[config.mk]
export PLATFORM = sky130hd
export DESIGN_NAME = quadrature_speed_meter_flat
export DESIGN_NICKNAME = d
export VERILOG_FILES = /design/src/hdl/qsm_pkg.sv /design/src/hdl/qsm_item_if.sv /design/src/hdl/qsm_result_if.sv /design/src/hdl/qsm_regs.sv /design/src/hdl/qsm_ctrl.sv /design/src/hdl/qsm_dp.sv /design/src/hdl/quadrature_speed_meter.sv /design/src/flat_wrapper.sv
export SDC_FILE = /design/constraint.sdc
export NUM_CORES = 2
export LEC_CHECK = 0
export BUFFER_PORTS_ARGS = -buffer_cell sky130_fd_sc_hd__buf_4
export CELL_PAD_IN_SITES_DETAIL_PLACEMENT = 2
export CELL_PAD_IN_SITES_GLOBAL_PLACEMENT = 2
export CORE_MARGIN = 2
export CORE_UTILIZATION = 40
export CTS_BUF_LIST = sky130_fd_sc_hd__clkbuf_16
export CTS_CLUSTER_SIZE = 14
export DETAILED_ROUTE_END_ITERATION = 16
export PLACE_DENSITY = 0.84
export SLEW_MARGIN = 20
export SYNTH_ARGS = -nofsm -noshare
export SYNTH_HDL_FRONTEND = slang
export SYNTH_SLANG_ARGS = --single-unit
[constraint.sdc]
create_clock -name clk -period 18.6 [get_ports clk]
set_input_delay 1.86 -clock clk [delete_from_list [all_inputs] [get_ports clk]]
set_output_delay 1.86 -clock clk [all_outputs]
set_load 0.1 [all_outputs]
[src/hdl/qsm_pkg.sv]
package qsm_pkg;

	// register map indexes (byte address = 4 * index)
	localparam logic [1:0] REG_CPR    = 2'd0;
	localparam logic [1:0] REG_PERIOD = 2'd1;
	localparam logic [1:0] REG_INVERT = 2'd2;

	// register reset values
	localparam logic [31:0] RST_CPR    = 32'd256;
	localparam logic [15:0] RST_PERIOD = 16'd10;

	// fixed-point constants
	localparam int          RPM_W       = 16;
	localparam logic [15:0] RPM_FACTOR  = 16'd60000;
	localparam int          KW          = 29;
	localparam logic [28:0] RADS_K      = 29'd449768975;
	localparam int          FRAC_SHIFT  = 24;
	localparam int          D_W         = 48;

	// Gray decode direction codes
	localparam logic [1:0] DIR_NONE = 2'd0;
	localparam logic [1:0] DIR_UP   = 2'd1;
	localparam logic [1:0] DIR_DN   = 2'd2;

	typedef struct packed {
		logic [31:0] counts_per_rev;
		logic [15:0] period_ms;
		logic        invert;
	} cfg_t;

	// controller to datapath commands
	typedef struct packed {
		logic sample;
		logic tick;
		logic mul;
		logic klo;
		logic khi;
		logic dload;
		logic dstep;
		logic oload;
	} cmd_t;

	// datapath to controller status
	typedef struct packed {
		logic rads;
		logic skip;
		logic div_last;
		logic out_free;
	} stat_t;

	// one-step Gray code direction: 00->01->11->10->00 counts up
	function automatic logic [1:0] gray_dir(input logic [1:0] prev_ab, input logic [1:0] ab);
		logic [1:0] dir;
		dir = DIR_NONE;
		case (prev_ab)
			2'b00: dir = (ab == 2'b01) ? DIR_UP : (ab == 2'b10) ? DIR_DN : DIR_NONE;
			2'b01: dir = (ab == 2'b11) ? DIR_UP : (ab == 2'b00) ? DIR_DN : DIR_NONE;
			2'b10: dir = (ab == 2'b00) ? DIR_UP : (ab == 2'b11) ? DIR_DN : DIR_NONE;
			default: dir = (ab == 2'b10) ? DIR_UP : (ab == 2'b01) ? DIR_DN : DIR_NONE;
		endcase
		return dir;
	endfunction

endpackage

[src/hdl/qsm_item_if.sv]
interface qsm_item_if;
	logic valid;
	logic ready;
	logic req_type;
	logic enc_a;
	logic enc_b;
	logic speed_unit;

	modport source (output valid, output req_type, output enc_a, output enc_b,
		output speed_unit, input ready);
	modport sink (input valid, input req_type, input enc_a, input enc_b,
		input speed_unit, output ready);
endinterface

[src/hdl/qsm_result_if.sv]
interface qsm_result_if;
	logic        valid;
	logic        ready;
	logic [31:0] speed_value;
	logic        speed_saturated;

	modport source (output valid, output speed_value, output speed_saturated, input ready);
	modport sink (input valid, input speed_value, input speed_saturated, output ready);
endinterface

[src/hdl/qsm_regs.sv]
module qsm_regs (
	input  logic              clk,
	input  logic              arst_n,
	input  logic              psel,
	input  logic              penable,
	input  logic              pwrite,
	input  logic [3:0]        paddr,
	input  logic [31:0]       pwdata,
	output logic [31:0]       prdata,
	output logic              pready,
	output qsm_pkg::cfg_t     cfg
);

	logic              wr_en;
	logic [1:0]        idx;
	qsm_pkg::cfg_t     cfg_q;

	assign idx    = paddr[3:2];
	assign wr_en  = psel && penable && pwrite;
	assign pready = 1'b1;
	assign cfg    = cfg_q;

	// write registers on the access cycle
	always_ff @(posedge clk or negedge arst_n) begin
		if (!arst_n) begin
			cfg_q.counts_per_rev <= qsm_pkg::RST_CPR;
			cfg_q.period_ms      <= qsm_pkg::RST_PERIOD;
			cfg_q.invert         <= 1'b0;
		end else if (wr_en) begin
			case (idx)
				qsm_pkg::REG_CPR:    cfg_q.counts_per_rev <= pwdata;
				qsm_pkg::REG_PERIOD: cfg_q.period_ms      <= pwdata[15:0];
				qsm_pkg::REG_INVERT: cfg_q.invert         <= pwdata[0];
				default: ;
			endcase
		end
	end

	// read back
	always_comb begin
		case (idx)
			qsm_pkg::REG_CPR:    prdata = cfg_q.counts_per_rev;
			qsm_pkg::REG_PERIOD: prdata = {16'b0, cfg_q.period_ms};
			qsm_pkg::REG_INVERT: prdata = {31'b0, cfg_q.invert};
			default:             prdata = 32'b0;
		endcase
	end

endmodule

[src/hdl/qsm_ctrl.sv]
module qsm_ctrl (
	input  logic            clk,
	input  logic            arst_n,
	input  logic            in_valid,
	input  logic            in_req_type,
	input  qsm_pkg::stat_t  st,
	output logic            in_ready,
	output qsm_pkg::cmd_t   cmd
);

	localparam logic [2:0] S_IDLE = 3'd0;
	localparam logic [2:0] S_MUL  = 3'd1;
	localparam logic [2:0] S_KLO  = 3'd2;
	localparam logic [2:0] S_KHI  = 3'd3;
	localparam logic [2:0] S_LOAD = 3'd4;
	localparam logic [2:0] S_DIV  = 3'd5;
	localparam logic [2:0] S_FIN  = 3'd6;

	logic [2:0] state_q;
	logic [2:0] state_nx;

	// take samples; run ticks: multiply, divide, output load
	always_comb begin
		state_nx = state_q;
		cmd      = '0;
		in_ready = (state_q == S_IDLE);
		case (state_q)
			S_IDLE: begin
				if (in_valid) begin
					if (in_req_type) begin
						cmd.tick = 1'b1;
						state_nx = S_MUL;
					end else begin
						cmd.sample = 1'b1;
					end
				end
			end
			S_MUL: begin
				cmd.mul  = 1'b1;
				state_nx = st.rads ? S_KLO : S_LOAD;
			end
			S_KLO: begin
				cmd.klo  = 1'b1;
				state_nx = S_KHI;
			end
			S_KHI: begin
				cmd.khi  = 1'b1;
				state_nx = S_LOAD;
			end
			S_LOAD: begin
				if (st.skip) begin
					state_nx = S_FIN;
				end else begin
					cmd.dload = 1'b1;
					state_nx  = S_DIV;
				end
			end
			S_DIV: begin
				cmd.dstep = 1'b1;
				if (st.div_last) state_nx = S_FIN;
			end
			S_FIN: begin
				if (st.out_free) begin
					cmd.oload = 1'b1;
					state_nx  = S_IDLE;
				end
			end
			default: state_nx = S_IDLE;
		endcase
	end

	always_ff @(posedge clk or negedge arst_n) begin
		if (!arst_n) state_q <= S_IDLE;
		else         state_q <= state_nx;
	end

	// at most one datapath action per cycle
	a_cmd_onehot: assert property (@(posedge clk) disable iff (!arst_n)
		$onehot0({cmd.sample, cmd.tick, cmd.mul, cmd.klo, cmd.khi, cmd.dload, cmd.dstep,
			cmd.oload}))
		else $error("qsm_ctrl: overlapping datapath commands");

	// a skipped division never loads the divider
	a_no_step_on_skip: assert property (@(posedge clk) disable iff (!arst_n)
		cmd.dload |-> !st.skip)
		else $error("qsm_ctrl: divider loaded for a zero case");

	// the item side stays closed while a tick is in progress
	a_busy_no_ready: assert property (@(posedge clk) disable iff (!arst_n)
		(state_q != S_IDLE) |-> !in_ready)
		else $error("qsm_ctrl: item taken during a tick");

endmodule

[src/hdl/qsm_dp.sv]
module qsm_dp #(
	parameter int COUNT_BITS = 32
) (
	input  logic                 clk,
	input  logic                 arst_n,
	input  qsm_pkg::cfg_t        cfg,
	input  qsm_pkg::cmd_t        cmd,
	input  logic                 enc_a,
	input  logic                 enc_b,
	input  logic                 speed_unit,
	output qsm_pkg::stat_t       st,
	qsm_result_if.source         result
);

	localparam int NW    = COUNT_BITS + qsm_pkg::RPM_W - 1;
	localparam int HALF  = (NW + 1) / 2;
	localparam int HI_W  = NW - HALF;
	localparam int P_W   = NW + qsm_pkg::KW;
	localparam int NUM_W = P_W + qsm_pkg::FRAC_SHIFT;
	localparam int CW    = $clog2(NUM_W);
	localparam int D_W   = qsm_pkg::D_W;
	localparam logic [COUNT_BITS-1:0] CMAX = {1'b0, {(COUNT_BITS-1){1'b1}}};
	localparam logic [COUNT_BITS-1:0] CMIN = {1'b1, {(COUNT_BITS-1){1'b0}}};

	// decoder state
	logic [1:0]            prev_ab_q;
	logic                  primed_q;
	logic [COUNT_BITS-1:0] count_q;
	logic                  cclip_q;
	logic [1:0]            ab;
	logic [1:0]            dir;

	// tick operands
	logic [COUNT_BITS-1:0] mag_q;
	logic                  neg_q;
	logic                  rads_q;
	logic                  mag_zero_q;
	logic                  tclip_q;
	logic [COUNT_BITS-1:0] mag_c;

	// multiply and divide
	logic [COUNT_BITS+qsm_pkg::RPM_W-1:0] n_full;
	logic [NW-1:0]          n_q;
	logic [D_W-1:0]         d_q;
	logic [P_W-1:0]         prod_q;
	logic [HALF+qsm_pkg::KW-1:0] plo;
	logic [HI_W+qsm_pkg::KW-1:0] phi;
	logic [NUM_W-1:0]       num_q;
	logic [D_W-1:0]         rem_q;
	logic [CW-1:0]          cnt_q;
	logic [D_W:0]           rem_sh;
	logic [D_W:0]           diff;
	logic                   qbit;

	// finish
	logic                   over;
	logic [31:0]            val;
	logic [31:0]            limit;
	logic [31:0]            qv;
	logic                   clip;
	logic [31:0]            res;

	// output register
	logic                   ovalid_q;
	logic [31:0]            oval_q;
	logic                   osat_q;

	assign ab  = {enc_a, enc_b};
	assign dir = qsm_pkg::gray_dir(prev_ab_q, ab);
	assign mag_c = count_q[COUNT_BITS-1] ? (~count_q + 1'b1) : count_q;

	// track pins and the saturating edge count; clear on tick
	always_ff @(posedge clk or negedge arst_n) begin
		if (!arst_n) begin
			prev_ab_q <= 2'b00;
			primed_q  <= 1'b0;
			count_q   <= '0;
			cclip_q   <= 1'b0;
		end else if (cmd.sample) begin
			prev_ab_q <= ab;
			primed_q  <= 1'b1;
			if (primed_q) begin
				if (dir == qsm_pkg::DIR_UP) begin
					if (count_q == CMAX) cclip_q <= 1'b1;
					else                 count_q <= count_q + 1'b1;
				end else if (dir == qsm_pkg::DIR_DN) begin
					if (count_q == CMIN) cclip_q <= 1'b1;
					else                 count_q <= count_q - 1'b1;
				end
			end
		end else if (cmd.tick) begin
			count_q <= '0;
			cclip_q <= 1'b0;
		end
	end

	// latch tick operands
	always_ff @(posedge clk) begin
		if (cmd.tick) begin
			mag_q      <= mag_c;
			neg_q      <= count_q[COUNT_BITS-1] ^ cfg.invert;
			rads_q     <= speed_unit;
			mag_zero_q <= (count_q == '0);
			tclip_q    <= cclip_q;
		end
	end

	assign n_full = mag_q * qsm_pkg::RPM_FACTOR;
	assign plo    = n_q[HALF-1:0] * qsm_pkg::RADS_K;
	assign phi    = n_q[NW-1:HALF] * qsm_pkg::RADS_K;

	// scale numerator, form divisor, apply rad/s factor in two halves
	always_ff @(posedge clk) begin
		if (cmd.mul) begin
			n_q <= n_full[NW-1:0];
			d_q <= {16'b0, cfg.counts_per_rev} * {32'b0, cfg.period_ms};
		end
		if (cmd.klo) prod_q <= {{HI_W{1'b0}}, plo};
		if (cmd.khi) prod_q <= prod_q + {phi, {HALF{1'b0}}};
	end

	assign rem_sh = {rem_q, num_q[NUM_W-1]};
	assign diff   = rem_sh - {1'b0, d_q};
	assign qbit   = !diff[D_W];

	// restoring divider, one quotient bit per cycle
	always_ff @(posedge clk) begin
		if (cmd.dload) begin
			num_q <= rads_q ? {prod_q, {qsm_pkg::FRAC_SHIFT{1'b0}}}
				: {{qsm_pkg::KW{1'b0}}, n_q, {qsm_pkg::FRAC_SHIFT{1'b0}}};
			rem_q <= '0;
			cnt_q <= '0;
		end else if (cmd.dstep) begin
			rem_q <= qbit ? diff[D_W-1:0] : rem_sh[D_W-1:0];
			num_q <= {num_q[NUM_W-2:0], qbit};
			cnt_q <= cnt_q + 1'b1;
		end
	end

	// select quotient window, clip and sign
	always_comb begin
		if (rads_q) begin
			over = |num_q[NUM_W-1:64];
			val  = num_q[63:32];
		end else begin
			over = |num_q[NUM_W-1:32];
			val  = num_q[31:0];
		end
		limit = neg_q ? 32'h8000_0000 : 32'h7FFF_FFFF;
		if (mag_zero_q) begin
			clip = 1'b0;
			qv   = 32'b0;
		end else if (d_q == '0) begin
			clip = 1'b1;
			qv   = limit;
		end else begin
			clip = over || (val > limit);
			qv   = clip ? limit : val;
		end
		res = neg_q ? (~qv + 32'd1) : qv;
	end

	// output register: load a beat, drop it when taken
	always_ff @(posedge clk or negedge arst_n) begin
		if (!arst_n) begin
			ovalid_q <= 1'b0;
		end else if (cmd.oload) begin
			ovalid_q <= 1'b1;
		end else if (result.ready) begin
			ovalid_q <= 1'b0;
		end
	end

	always_ff @(posedge clk) begin
		if (cmd.oload) begin
			oval_q <= res;
			osat_q <= clip || tclip_q;
		end
	end

	assign result.valid           = ovalid_q;
	assign result.speed_value     = oval_q;
	assign result.speed_saturated = osat_q;

	assign st.rads     = rads_q;
	assign st.skip     = mag_zero_q || (d_q == '0);
	assign st.div_last = (cnt_q == CW'(NUM_W - 1));
	assign st.out_free = !ovalid_q || result.ready;

	// the count only moves on a sample or a tick
	a_count_hold: assert property (@(posedge clk) disable iff (!arst_n)
		!(cmd.sample || cmd.tick) |=> $stable(count_q))
		else $error("qsm_dp: edge count changed without a sample or tick");

	// a tick leaves a cleared count and clip flag
	a_tick_clear: assert property (@(posedge clk) disable iff (!arst_n)
		cmd.tick |=> (count_q == '0) && !cclip_q)
		else $error("qsm_dp: tick did not clear the count");

	// a new beat never overwrites one still waiting
	a_no_overwrite: assert property (@(posedge clk) disable iff (!arst_n)
		cmd.oload |-> (!ovalid_q || result.ready))
		else $error("qsm_dp: output beat overwritten");

endmodule

[src/hdl/quadrature_speed_meter.sv]
// Quadrature encoder decoder with speed measurement.
// item channel: one beat is either a pin sample (req_type 0, enc_a/enc_b)
// or a period tick (req_type 1, speed_unit 0 RPM / 1 rad/s).
// result channel: one beat per tick with a Q8.24 signed speed and a
// saturation flag; samples give no result.
// A sample is taken while the block is idle, so samples can stream every
// clock while no tick is in progress. A tick runs multiply, two scaling
// steps in rad/s only, divider load, division and finish. The quotient
// is NUM_W = COUNT_BITS + 68 bits wide (100 at the default) and comes from
// the restoring divider, which retires one quotient bit a cycle.
// Ticks whose count or divisor is zero skip the divider.
// item.ready is low while a tick is in progress.
// The result sits in an output register; the block keeps taking items while
// it waits, and a following tick holds in its last step until the receiver
// takes the earlier beat.
// Reset clears the count, the primed flag and the output valid, and loads
// counts_per_rev = 256, period_ms = 10, invert = 0. Registers sit on an
// APB port at byte addresses 0, 4 and 8; pready is always high.
module quadrature_speed_meter #(
	parameter int COUNT_BITS = 32
) (
	input  logic         clk,
	input  logic         arst_n,
	input  logic         psel,
	input  logic         penable,
	input  logic         pwrite,
	input  logic [3:0]   paddr,
	input  logic [31:0]  pwdata,
	output logic [31:0]  prdata,
	output logic         pready,
	qsm_item_if.sink     item,
	qsm_result_if.source result
);

	qsm_pkg::cfg_t  cfg;
	qsm_pkg::cmd_t  cmd;
	qsm_pkg::stat_t st;
	logic           in_ready;

	assign item.ready = in_ready;

	qsm_regs u_regs (
		.clk     (clk),
		.arst_n  (arst_n),
		.psel    (psel),
		.penable (penable),
		.pwrite  (pwrite),
		.paddr   (paddr),
		.pwdata  (pwdata),
		.prdata  (prdata),
		.pready  (pready),
		.cfg     (cfg)
	);

	qsm_ctrl u_ctrl (
		.clk         (clk),
		.arst_n      (arst_n),
		.in_valid    (item.valid),
		.in_req_type (item.req_type),
		.st          (st),
		.in_ready    (in_ready),
		.cmd         (cmd)
	);

	qsm_dp #(
		.COUNT_BITS (COUNT_BITS)
	) u_dp (
		.clk        (clk),
		.arst_n     (arst_n),
		.cfg        (cfg),
		.cmd        (cmd),
		.enc_a      (item.enc_a),
		.enc_b      (item.enc_b),
		.speed_unit (item.speed_unit),
		.st         (st),
		.result     (result)
	);

endmodule
[src/flat_wrapper.sv]
// flat-port wrapper written by rule: the top's interface ports become plain ports
module quadrature_speed_meter_flat 
#(
	parameter int COUNT_BITS = 32
)
  (clk, arst_n, psel, penable, pwrite, paddr, pwdata, prdata, pready, item_valid, item_req_type, item_enc_a, item_enc_b, item_speed_unit, item_ready, result_valid, result_speed_value, result_speed_saturated, result_ready);
  qsm_item_if item_i ();
  qsm_result_if result_i ();
  input  logic clk;
  input  logic arst_n;
  input  logic psel;
  input  logic penable;
  input  logic pwrite;
  input  logic [3:0] paddr;
  input  logic [31:0] pwdata;
  output logic [31:0] prdata;
  output logic pready;
  input wire logic [$bits(item_i.valid)-1:0] item_valid;
  input wire logic [$bits(item_i.req_type)-1:0] item_req_type;
  input wire logic [$bits(item_i.enc_a)-1:0] item_enc_a;
  input wire logic [$bits(item_i.enc_b)-1:0] item_enc_b;
  input wire logic [$bits(item_i.speed_unit)-1:0] item_speed_unit;
  output wire logic [$bits(item_i.ready)-1:0] item_ready;
  output wire logic [$bits(result_i.valid)-1:0] result_valid;
  output wire logic [$bits(result_i.speed_value)-1:0] result_speed_value;
  output wire logic [$bits(result_i.speed_saturated)-1:0] result_speed_saturated;
  input wire logic [$bits(result_i.ready)-1:0] result_ready;
  assign item_i.valid = item_valid;
  assign item_i.req_type = item_req_type;
  assign item_i.enc_a = item_enc_a;
  assign item_i.enc_b = item_enc_b;
  assign item_i.speed_unit = item_speed_unit;
  assign item_ready = item_i.ready;
  assign result_valid = result_i.valid;
  assign result_speed_value = result_i.speed_value;
  assign result_speed_saturated = result_i.speed_saturated;
  assign result_i.ready = result_ready;
  quadrature_speed_meter #(.COUNT_BITS(COUNT_BITS)) u_core (.clk(clk), .arst_n(arst_n), .psel(psel), .penable(penable), .pwrite(pwrite), .paddr(paddr), .pwdata(pwdata), .prdata(prdata), .pready(pready), .item(item_i), .result(result_i));
endmodule
### Word level (Yosys, flattened, before mapping)

Cells that the tools add are included.

* flip-flop bits (word level): 479
* bits of input ports: 47
* output and inout bits: 68
* word-level logic and storage cells: 153

* $add $sub $neg: 7
* $mul: 4
* magnitude comparators: 1
* eq/ne operators: 28
* mux-type cells: 61
* bitwise logic cells: 3
* reduce and logical (&&, ||, !) cells: 26

Operators with widths (count)
* $mux 32: 13
* $mux 100: 3
* $mux 76: 2
* $add 32x1->32 const B: 3
* $pmux 32 s3: 1
* $add 76x76->76: 1
* $reduce_or 68->1: 1
* $not 32->32: 2
* $mul 23x29->52 const B: 1
* $sub 49x48->49: 1
* $logic_not 48->1: 1
* $mul 19x29->48 const B: 1
* $mul 32x16->48: 1
* $mux 48: 1
* $mul 32x11->42 const B: 1
* $reduce_or 36->1: 1
* $eq 32x31->1 const B: 1
* $eq 32x32->1 const B: 1
* $gt 32x32->1: 1
* $logic_not 32->1: 1
* $sub 32x1->32 const B: 1
* $mux 31: 1
* $mux 1: 22
* $mux 2: 11
* 23 further kinds: 57

### Longest topological paths before layout

* depth after elaboration: 9
* depth in mapped cells: 40

### Hierarchy

A second synthesis with hierarchy kept.

* cells, all modules: 7447
* area, all modules: 71463.5 um^2

By module, submodules not included
* qsm_dp: times used 1, cells each 7250, area an instance 68931.1 um^2, seq. area each 11936.4 um^2
* qsm_regs: times used 1, cells each 163, area an instance 2230.9 um^2, seq. area each 1229.9 um^2
* qsm_ctrl: times used 1, cells each 34, area an instance 301.5 um^2, seq. area each 75.1 um^2

### Worst setup path after synthesis

OpenSTA, ideal clock, no wires.

* kind: register to register
* from: register u_core.u_dp.n_q[29]
* to: register u_core.u_dp.prod_q[75], data pin
* setup time: 0.266 ns
* data arrival time: 9.038 ns
* required time: 18.334 ns
* setup slack: 9.297 ns
* stages on the path, launching flop included: 38
* buffers on the path: 0
* clock period less this slack: 9.303 ns
* cell sequence: edfxtp_1 fa_1 inv_1 fa_1 fa_1 fa_1 inv_1 fa_1 fa_1 inv_1 fa_1 inv_1 ha_1 a21o_1 a21oi_1 nor2b_1 a311oi_2 a31oi_1 (+2 left out) o21bai_1 a21o_1 a21oi_1 xnor2_1 ha_1 nand4_1 nor4_1 and4_1 a221o_1 nor3_2 o311ai_1 o311a_1 or3_4 o2bb2ai_1 a21oi_2 xnor2_1 xnor2_1 nor2_1

* longest elaborated chain between the ends: 3

Ends and longest elaborated chain
* start, declared: line qsm_dp.sv:43 `logic [NW-1:0] n_q;`
* start signal, assigned: line qsm_dp.sv:115 `n_q <= n_full[NW-1:0];`
* $mul 23x29->52: line qsm_dp.sv:110 `assign phi = n_q[NW-1:HALF] * qsm_pkg::RADS_K;`
* $add 76x76->76: line qsm_dp.sv:119 `if (cmd.khi) prod_q <= prod_q + {phi, {HALF{1'b0}}};`
* $mux 76: line qsm_dp.sv:119
* end signal, assigned: line qsm_dp.sv:118 `if (cmd.klo) prod_q <= {{HI_W{1'b0}}, plo};`
* end signal, assigned: line qsm_dp.sv:119
* end, declared: line qsm_dp.sv:45 `logic [P_W-1:0] prod_q;`

No other way between the ends.
A chain may end at the register's enable or synchronous reset.

### Final worst setup path

Ends and elaborated chain as after synthesis.

==> results.toml <==
[status]
status = "complete, no violations"

[drt]
vias_per_cell = 5.69
postRouteWirelength_um = 264000
drc = 0
vias = 55200
wl_per_cell_um = 27.2
drtPass1Iterations = 7
ant_nets = 0
drt_iter0_drc = 3247

[yosys]
netlist.area_leader.share_pct = 29.5
synth_edf_count = 330
yosysUniqueCellTypes = 97
yosys.area.top_type = "fa_1"
synth_area_leaders = "fa_1, ha_1, edfxtp_1"
ys_seq_area_share_pct = 18.7
synth_fp_nets = 9236
syn_area_um2 = 70800
avgSynthCellArea_um2 = 9.67
synthFlopType = "edfxtp_1"
synthCells = 7315
synth_seq_cells = 474
async_reset_ff_share_pct = 18.8
yosysWarnings = 0

[grt]
grt_pass1_vias = 66200
grt_max_degree = 85
grt_pass1_wl_um = 407000
grt_use_total_pct = 29.5
overflow = 0
grt_antenna_before_repair = 5

[timing]
max_freq_ghz = 0.0860
final_max_slew_viol_count = 0
hold_viol_final = 0
setup_viol = 0
fin_crit_sh_pct = 62.5
rsz0062_at_grt = "no"
max_slew_margin_pct = 27.2
period_minus_slack_ns = 11.63
tightest_slew_ns = 1.09
tns_ns = 0
fin_skew_ns = 0.0548

[finish]
register_area_um2 = 13300
drive_above_1_share_pct = 5.22
fillers = 18700
nNetsFinal = 9226
final_common_cell = "inv_1"
synthToLayoutAreaGrowth_pct = 7.66
layout_common_cells = "inv_1, fa_1, ha_1"
multi_input_area_um2 = 51400

[floorplan]
fp.coreArea_um2 = 176000
die_width_um = 425
ios = 115
dieHeight_um = 425
num_rows = 154
start_util_pct = 40.2
fp.dieArea_um2 = 180000

[clocking]
numClockSinks = 474
cts_tree = "done"
cts_resized = 0
clk_path_buf_depth = 3
cts_buffers = 67
postCtsSetupBuffers = 0
clk_pin_slew_ns = 0.06
holdBufCountCts = 0
h-tree-depth = 3
clock_latency_ns = 0.72
cts_root_buf = "clkbuf_16"

[worst_setup_path]
path_common_cell = "fa_1"
cpPeakStageDelay_ns = 0.72
path_max_fanout = 9
crit_path_start_kind = "flop"
crit_arrival_ns = 12.02
worst_ep_required_time_ns = 18.99
end_kind = "flop"
slowest_stage = "a211oi_1"
worst-setup-path-type = "reg -> reg"

[placement]
numPortBuffers = 111
gp_congestion = 0.920
hpwl_um = 207000

[flow_run]
cap_violations = 0

[min_path]
hp-class = "reg -> reg"
-- cells by family (layout without fill, tap and decap cells) --
logic type,Yosys count,count (layout),share of synthesized area (%)
adder cells (fa/ha/maj),1874,1874,44.2
multiplexers,198,198,2.91
AO/OA/AOI/OAI,1168,1168,10.3
buffers and inverters,1648,1691,8.81
other,1,2,0.00530
XOR/XNOR,324,324,4.01
flip-flops,474,474,18.7
AND/OR/NAND/NOR,1628,1628,11.0
-- area by class of cell --
class	count	area share, %
Inverter	1411	6.96
Clock buffer	69	2.27
Multi-Input combinational cell	5193	67.4
Sequential cell	474	17.4
Timing Repair Buffer	158	1.60
Antenna cell	1	0.00328
Clock inverter	53	0.526
Tap cell	2340	3.84
-- per-stage QoR --
step           instances  instance area [µm²]  hold WS (ns)  setup slack [ns]  util, %
2_1_floorplan       7315                70800         0.426              9.30        -
3_3_place_gp        9574                74000         0.443              7.58     42.1
3_5_place_dp        9574                74000         0.459              7.40     42.1
4_1_cts             9696                76100         0.490              7.16     43.3
5_1_grt             9698                76200         0.495              6.67     43.3
6_report            9699                76200         0.485              6.97     43.3
-- synth_stat cells, drive strengths merged (43+ instances only) --
library cell  instances
mux2                 59
ha                  831
nand2b               52
and2                227
nor2                257
edfxtp              330
xnor2               217
nand2               668
nand3               114
nor3                 61
fa                 1043
o21ai               336
inv                1411
xor2                107
o21bai               50
clkbuf              209
mux2i               139
dfxtp                55
dfrtp                86
a21o                174
a21oi               328
nor4                 43
nor2b                44
nand4                47
-- routing by layer --
metal	track usage (%)	up-vias	part of all wire [%]
li1	-	23800	-
met1	34.8	29200	39
met2	54.0	1531	52
met3	4.13	646	4.4
met4	11.4	4	4.2
met5	0	-	0.013
-- flip-flops by register name (all words and copies together) (netlist names), 2 cells and up --
signal	count
u_core.u_dp.prod_q	71
u_core.u_regs.cfg	49
u_core.u_ctrl.state_q	3
u_core.u_dp.prev_ab_q	2
u_core.u_dp.result.speed_value	32
u_core.u_dp.num_q	100
u_core.u_dp.count_q	32
u_core.u_dp.cnt_q	7
u_core.u_dp.rem_q	48
u_core.u_dp.mag_q	32
u_core.u_dp.n_q	42
u_core.u_dp.d_q	48
-- worst max-delay path, delay by kind of cell, from the launching register on --
kind / cells / cell delay (ns)
and+or+nand+nor: 11 / 2.30
AOI/OAI and AO/OA: 10 / 3.01
xor gates and xnor gates: 3 / 0.44
adders and majority gates: 9 / 4.63
buffers and inverters: 4 / 0.29
DFF: 1 / 0.67
-- final timing paths --
check,slack (ns),cells after the start,endpoint,start
max,6.97,37,u_core.u_dp.prod_q[75],u_core.u_dp.n_q[29]
min,0.48,0,u_core.u_dp.tclip_q,u_core.u_dp.cclip_q
max reg2reg,6.97,37,u_core.u_dp.prod_q[75],u_core.u_dp.n_q[29]
min reg2reg,0.48,0,u_core.u_dp.tclip_q,u_core.u_dp.cclip_q
max in group asynchronous,16.12,2,u_core.u_regs.cfg[3],arst_n
min in group asynchronous,1.20,1,u_core.u_dp.count_q[27],arst_n
Power is left out: the tool's default activity adds up to more than one toggle a clock period on the data nets, which glitch-free logic cannot reach.
